File: config.mk
export PLATFORM = sky130hd
export DESIGN_NAME = ffra_round
export DESIGN_NICKNAME = d
export VERILOG_FILES = /design/src/ffra_pkg.sv /design/src/ffra_round.sv
export SDC_FILE = /design/constraint.sdc
export NUM_CORES = 1
export LEC_CHECK = 0
export BUFFER_PORTS_ARGS = -buffer_cell sky130_fd_sc_hd__buf_4
export CAP_MARGIN = 20
export CORE_MARGIN = 2
export CORE_UTILIZATION = 40
export DETAILED_ROUTE_END_ITERATION = 7
export PLACE_DENSITY = 0.61
export SETUP_SLACK_MARGIN = 0.1
export SYNTH_ARGS = -nofsm -noshare
export SYNTH_HDL_FRONTEND = slang
export SYNTH_SLANG_ARGS = --single-unit
File: constraint.sdc
create_clock -name clk -period 2.8 [get_ports clk]
set_input_delay 0 -clock clk [delete_from_list [all_inputs] [get_ports clk]]
set_output_delay 0 -clock clk [all_outputs]
set_load 0.05 [all_outputs]
File: src/ffra_pkg.sv
// Package: constants, types and helpers of the first-fit region allocator.
package ffra_pkg;

	localparam int MAX_REGIONS = 32;
	localparam int NUM_POOLS   = 6;
	localparam int SZ_W        = 31;
	localparam int ALIGN_W     = 9;
	localparam int POOL_W      = 3;
	localparam int IDX_W       = (MAX_REGIONS > 1) ? $clog2(MAX_REGIONS) : 1;
	localparam int CNT_W       = $clog2(MAX_REGIONS + 2);
	localparam int DEPTH       = NUM_POOLS * MAX_REGIONS;
	localparam int ADDR_W      = $clog2(DEPTH);
	localparam int PIDX_W      = (NUM_POOLS > 1) ? $clog2(NUM_POOLS) : 1;
	localparam int CFG_IDX_W   = 3;

	localparam logic [ALIGN_W-1:0] MAPPED_ALIGN = ALIGN_W'(4);
	localparam logic [ALIGN_W-1:0] RST_ALIGN    = ALIGN_W'(256);
	localparam logic [SZ_W-1:0]    RST_BIG_SIZE = SZ_W'(16777216);
	localparam logic [SZ_W-1:0]    RST_UNI_SIZE = SZ_W'(65536);

	localparam logic OP_ALLOC = 1'b0;
	localparam logic OP_FREE  = 1'b1;

	localparam logic [POOL_W-1:0] POOL_SHARED  = 3'd2;
	localparam logic [POOL_W-1:0] POOL_INPUT   = 3'd3;
	localparam logic [POOL_W-1:0] POOL_OUTPUT  = 3'd4;
	localparam logic [POOL_W-1:0] POOL_UNIFORM = 3'd5;

	typedef enum logic [2:0] {
		ST_OK      = 3'd0,
		ST_NOFIT   = 3'd1,
		ST_UNKNOWN = 3'd2,
		ST_DOUBLE  = 3'd3,
		ST_FULL    = 3'd4
	} status_t;

	typedef enum logic [CFG_IDX_W-1:0] {
		CFG_STORAGE_ALIGN = 3'd0,
		CFG_UNIFORM_ALIGN = 3'd1,
		CFG_STORAGE_SIZE  = 3'd2,
		CFG_INPUT_SIZE    = 3'd3,
		CFG_OUTPUT_SIZE   = 3'd4,
		CFG_UNIFORM_SIZE  = 3'd5
	} cfg_idx_t;

	typedef enum logic [3:0] {
		S_IDLE,
		S_ROUND,
		S_SCAN_RD,
		S_SCAN_CHK,
		S_SHR_RD,
		S_SHR_WR,
		S_SPLIT_A,
		S_SPLIT_B,
		S_NEXT_CHK,
		S_MERGE,
		S_SHL_RD,
		S_SHL_WR,
		S_DONE
	} fsm_state_t;

	typedef struct packed {
		logic            is_free;
		logic [SZ_W-1:0] offset;
		logic [SZ_W-1:0] size;
	} entry_t;

	function automatic logic [ADDR_W-1:0] tbl_addr(input logic [PIDX_W-1:0] p,
			input logic [IDX_W-1:0] idx);
		tbl_addr = ADDR_W'(int'(p) * MAX_REGIONS + int'(idx));
	endfunction

endpackage

File: src/ffra_round.sv
// Bit-serial remainder unit that rounds a size up to an alignment.
module ffra_round (
	input  logic                           clk,
	input  logic                           arst_n,
	input  logic                           start,
	input  logic [ffra_pkg::SZ_W-1:0]      req_size,
	input  logic [ffra_pkg::ALIGN_W-1:0]   align,
	output logic                           done,
	output logic [ffra_pkg::SZ_W:0]        need
);

	localparam int STEP_W = $clog2(ffra_pkg::SZ_W);
	localparam int REM_W  = ffra_pkg::ALIGN_W;

	logic                         busy_q;
	logic                         done_q;
	logic [STEP_W-1:0]            step_q;
	logic [REM_W-1:0]             rem_q;
	logic [ffra_pkg::SZ_W-1:0]    sh_q;
	logic [ffra_pkg::SZ_W-1:0]    req_q;
	logic [ffra_pkg::ALIGN_W-1:0] a_q;
	logic [ffra_pkg::ALIGN_W:0]   trial;
	logic [ffra_pkg::ALIGN_W:0]   rem_next;

	assign trial    = {rem_q, sh_q[ffra_pkg::SZ_W-1]};
	assign rem_next = (trial >= {1'b0, a_q}) ? trial - {1'b0, a_q} : trial;

	always_ff @(posedge clk or negedge arst_n) begin
		if (!arst_n) begin
			busy_q <= 1'b0;
			done_q <= 1'b0;
			step_q <= '0;
		end else begin
			done_q <= 1'b0;
			if (start) begin
				busy_q <= 1'b1;
				step_q <= '0;
			end else if (busy_q) begin
				step_q <= step_q + STEP_W'(1);
				if (step_q == STEP_W'(ffra_pkg::SZ_W - 1)) begin
					busy_q <= 1'b0;
					done_q <= 1'b1;
				end
			end
		end
	end

	always_ff @(posedge clk) begin
		if (start) begin
			a_q   <= (align == '0) ? ffra_pkg::ALIGN_W'(1) : align;
			req_q <= req_size;
			sh_q  <= req_size;
			rem_q <= '0;
		end else if (busy_q) begin
			rem_q <= rem_next[REM_W-1:0];
			sh_q  <= {sh_q[ffra_pkg::SZ_W-2:0], 1'b0};
		end
	end

	assign done = done_q;
	assign need = (rem_q != '0)
		? {1'b0, req_q} + (ffra_pkg::SZ_W+1)'(a_q) - (ffra_pkg::SZ_W+1)'(rem_q)
		: {1'b0, req_q};

endmodule

## Yosys cells after proc, flatten, opt, wreduce, memory -nomap -nowiden

Index checks and enable logic that the tools add are counted.

- Bits in writable memories: 0
- Word-level logic and storage cells: 28
- Register bits after elaboration: 87
- Bits in latches: 0
- Bits in read-only memories: 0
- Memories: 0
- Input port bits: 43
- Output and inout bits: 33

- Multiply operators: 0
- Shift-type cells: 0
- Divide/modulo/power cells: 0
- Add/subtract/negate cells: 4
- Equality and inequality tests: 1
- Magnitude comparators: 1
- Reductions and logical operators: 3
- Bitwise gates (word level): 0
- Mux-type cells: 12

Operators with widths:

| operator | number |
|---|---|
| $mux W31 | 2 |
| $add A31 B9 Y32 | 1 |
| $mux W32 | 1 |
| $sub A32 B9 Y32 | 1 |
| $ge A10 B9 Y1 | 1 |
| $mux W5 | 2 |
| $logic_not A9 Y1 | 1 |
| $mux W9 | 1 |
| $reduce_bool A9 Y1 | 1 |
| $sub A9 B9 Y9 | 1 |
| $mux W1 | 6 |
| $add A5 B1 Y5 const B | 1 |
| $eq A5 B5 Y1 const B | 1 |
| $reduce_bool A2 Y1 | 1 |

## Longest topological paths before layout

- Word-level depth: 4
- Gate-level depth with buffers: 12
- Gate-level depth less buffers: 12

## Worst setup path before layout

OpenSTA, ideal clock, no wires.

- Path kind: flip-flop to output port
- From: register a_q[1] in the netlist's numbering
- To: output port need[18] in the netlist's numbering
- Data required time: 2.800 ns
- Path slack: -1.176 ns
- Data arrival time: 3.976 ns
- Buffers on the path: 0
- Cell stages (with the launch flop): 12
- Cells stage by stage: edfxtp_1 > inv_1 > fa_1 > inv_1 > fa_1 > a21o_1 > a221oi_2 > nor4_4 > o31ai_2 > a21oi_1 > o311a_1 > a211oi_1

- Longest elaborated chain between the ends: 3

Ends and longest elaborated chain:

| element | RTL line | text |
|---|---|---|
| start: declaration | ffra_round.sv:21 | `logic [ffra_pkg::ALIGN_W-1:0] a_q;` |
| start signal: assignment | ffra_round.sv:50 | `a_q <= (align == '0) ? ffra_pkg::ALIGN_W'(1) : align;` |
| $add A31 B9 Y32 | ffra_round.sv:62 | `? {1'b0, req_q} + (ffra_pkg::SZ_W+1)'(a_q) - (ffra_pkg::SZ_W+1)'(rem_q)` |
| $sub A32 B9 Y32 | ffra_round.sv:62 |  |
| $mux W32 | ffra_round.sv:62 |  |
| end: declaration | ffra_round.sv:9 | `output logic [ffra_pkg::SZ_W:0] need` |

Every way passes these cells.

## Final worst setup path

Ends and elaborated chain as after synthesis.

==> results_dict.tcl <==
set metrics [dict create \
    status "complete, but fails checks" \
    violations "setup timing" \
    seq_area_frac_synth 0.407 \
    grt_antenna_before_repair 0 \
    htree_levels 3 \
    firstDrtPassIters 5 \
    rsz0062_at_grt "true" \
    period_share 1.23 \
    r2r_start "a_q[0]" \
    hold_start "start" \
    ant_nets 0 \
    maxSlewViolCount 0 \
    clk_transition_reported_paths_ps 70 \
    syn-num-nets 714 \
    final_cells 1010 \
    syn2layout_area_growth_pct 52.0 \
    fin_skew_ps 5.14 \
    setup_tns_ps -11190 \
    die_area_mm2 0.0163 \
    hold_viol_final 0 \
    synth_area_mm2 0.00611 \
    synth-edff-count 71 \
    cts.sinks 87 \
    critPathKind "reg2out" \
    ys_seq_elements 87 \
    yosys.area.top_type "edfxtp_1" \
    critPathMaxFanout 4 \
    final_common_cell "buf_4" \
    holdPathEnd "req_q[23]" \
    maxSlewHeadroom 0.501 \
    drt-initial-drc-count 253 \
    synth.distinct_cells 54 \
    grt_pass1_vias 5386 \
    tightest_slew_ps 740 \
    netlist.area_leader.share 0.349 \
    core_area_mm2 0.0150 \
    vias 5297 \
    reg2reg_to "rem_q[1]" \
    cts.root.buffer_cell "clkbuf_16" \
    dpl_cell_area_mm2 0.00764 \
    clock_latency_ps 350 \
    die_h_um 128 \
    grt_start_max_net_pins 53 \
    mostFrequentLayoutCells "buf_4 (129), edfxtp_1 (71), inv_1 (54)" \
    drc_errors 0 \
    ys_warn_count 0 \
    ff2ff_path_depth 12 \
    setup_viol 26 \
    async_reset_ff_frac 0.0805 \
    cts_buffer_depth 2 \
    p_total_w 0.00919 \
    fillers 1214 \
    grt_overflow_total 0 \
    viasPerCell 5.24 \
    setup_slack_ps -650 \
    yosys-top-cells-area "edfxtp_1 (35%), ha_1 (8.8%), mux2_2 (5.9%)" \
    max-cap-violations 0 \
    grt_util_all_layers 0.208 \
    drive_gt1_frac 0.415 \
    rows 45 \
    wl_per_cell_um 16.3 \
    period_needed_ps 3450 \
    gp_congestion 0.851 \
    grt_pass1_wl_mm 26.9 \
    required_ps 2800 \
    drt_wl_total_mm 16.4 \
    startpoint_type "register" \
    io_pins 76 \
    hpwl_mm 11.6 \
    dp_slack_ps -315 \
    holdCritPathClass "in2reg" \
    syn_inst 618 \
    start_util 0.406 \
    numCtsBuffers 9 \
    n_antenna_cell 0 \
    stdcell_area_mm2 0.00929 \
    place_inst 923 \
    r2r_setup_slack_ps 220 \
    die_w_um 128 \
    ys.flop_type "edfxtp_1" \
    fmax_ghz 0.290 \
    syn_area_per_cell_um2 9.88 \
    critPathArrivalTime_ps 3450 \
    peakVddDrop_mv 0.603 \
    port_buffers 75 \
    cellPowerDensity_mw_per_mm2 990 \
    p_leak_nw 4.00 \
    finish.net_count 913 \
    cp-end-kind "primary output" \
    cts_tree "yes" \
    hold_depth 1 \
]
power breakdown:
| group | switching (W) | internal, W | leakage [nW] |
|---|---|---|---|
| Clock | 0.000531 | 0.000702 | 0.140 |
| Combinational | 0.00375 | 0.00261 | 2.97 |
| Sequential | 0.0000705 | 0.00154 | 0.885 |
worst max path at each step:
stage                   from        to  slack (ps)  cells past startpoint
finish                a_q[1]  need[18]        -650                     12
global route        req_q[1]  need[18]        -810                     12
CTS                 req_q[3]  need[30]        -640                     13
detailed placement  req_q[1]  need[30]        -320                     12
global placement    req_q[1]  need[30]        -270                     12
floorplan             a_q[1]  need[18]        -200                     11
flip-flops by register name, indices dropped and copies added, names as in the netlist:
name and count:
step_q 5, busy_q 1, rem_q 9, req_q 31, a_q 9, sh_q 31, done 1
worst max-delay path, cell delays in order (launching register included):
cell and delay (ps):
edfxtp_1 360, inv_2 50, fa_1 490, inv_2 50, fa_2 370, a21o_1 220, a221oi_4 320, nor4_4 100
o31ai_2 280, a21oi_2 120, o311a_1 340, a211oi_4 210, buf_6 190
cell usage after synthesis (9+ instances only):
library cell / n
xnor2_1: 14
edfxtp_1: 71
clkbuf_1: 25
nand2_1: 40
nand4_1: 11
a21oi_1: 47
o21a_1: 10
fa_1: 10
mux2i_1: 9
ha_1: 43
a211oi_1: 12
xor2_1: 15
nor2_1: 51
dfxtp_1: 9
a21o_1: 25
mux2_2: 32
inv_1: 65
o21ai_0: 24
cell families after synthesis:
group / synth area share
fa+ha+maj: 0.121
mux: 0.0737
buf+inv: 0.0571
simple gates: 0.128
compound gates: 0.171
flops: 0.407
xor+xnor: 0.0416
repair_timing:
action,CTS,global route
setup buffers,25,15
endpoints found under the setup margin,31,36
resized for setup,109,34
endpoints found under the hold margin,77,0
hold buffers,42,0
pin swaps,41,30
cell type report:
| type | instances | area (um2) | area share |
|---|---|---|---|
| Clock buffer | 9 | 225 | 0.0243 |
| Clock inverter | 7 | 81.3 | 0.00876 |
| Inverter | 65 | 244 | 0.0263 |
| Multi-Input combinational cell | 438 | 4080 | 0.440 |
| Sequential cell | 87 | 2490 | 0.268 |
| Tap cell | 188 | 235 | 0.0253 |
| Timing Repair Buffer | 216 | 1930 | 0.208 |
per-layer routing:
layer | global-route usage | share of wire | vias to the layer above
met3 | 0.0314 | 0.030 | 24
met1 | 0.275 | 0.45 | 2562
li1 | - | - | 2608
met4 | 0.0608 | 0.019 | 0
met2 | 0.356 | 0.50 | 103
met5 | 0 | 0 | -
metrics by stage:
stage	hold slack, ps	utilization
after global placement	-188	0.508
after detailed placement	-181	0.508
final	162	0.618
after global routing	179	0.618
after floorplan	-296	-
after CTS	154	0.604
Note: power is estimated with default switching activity, not from simulation.
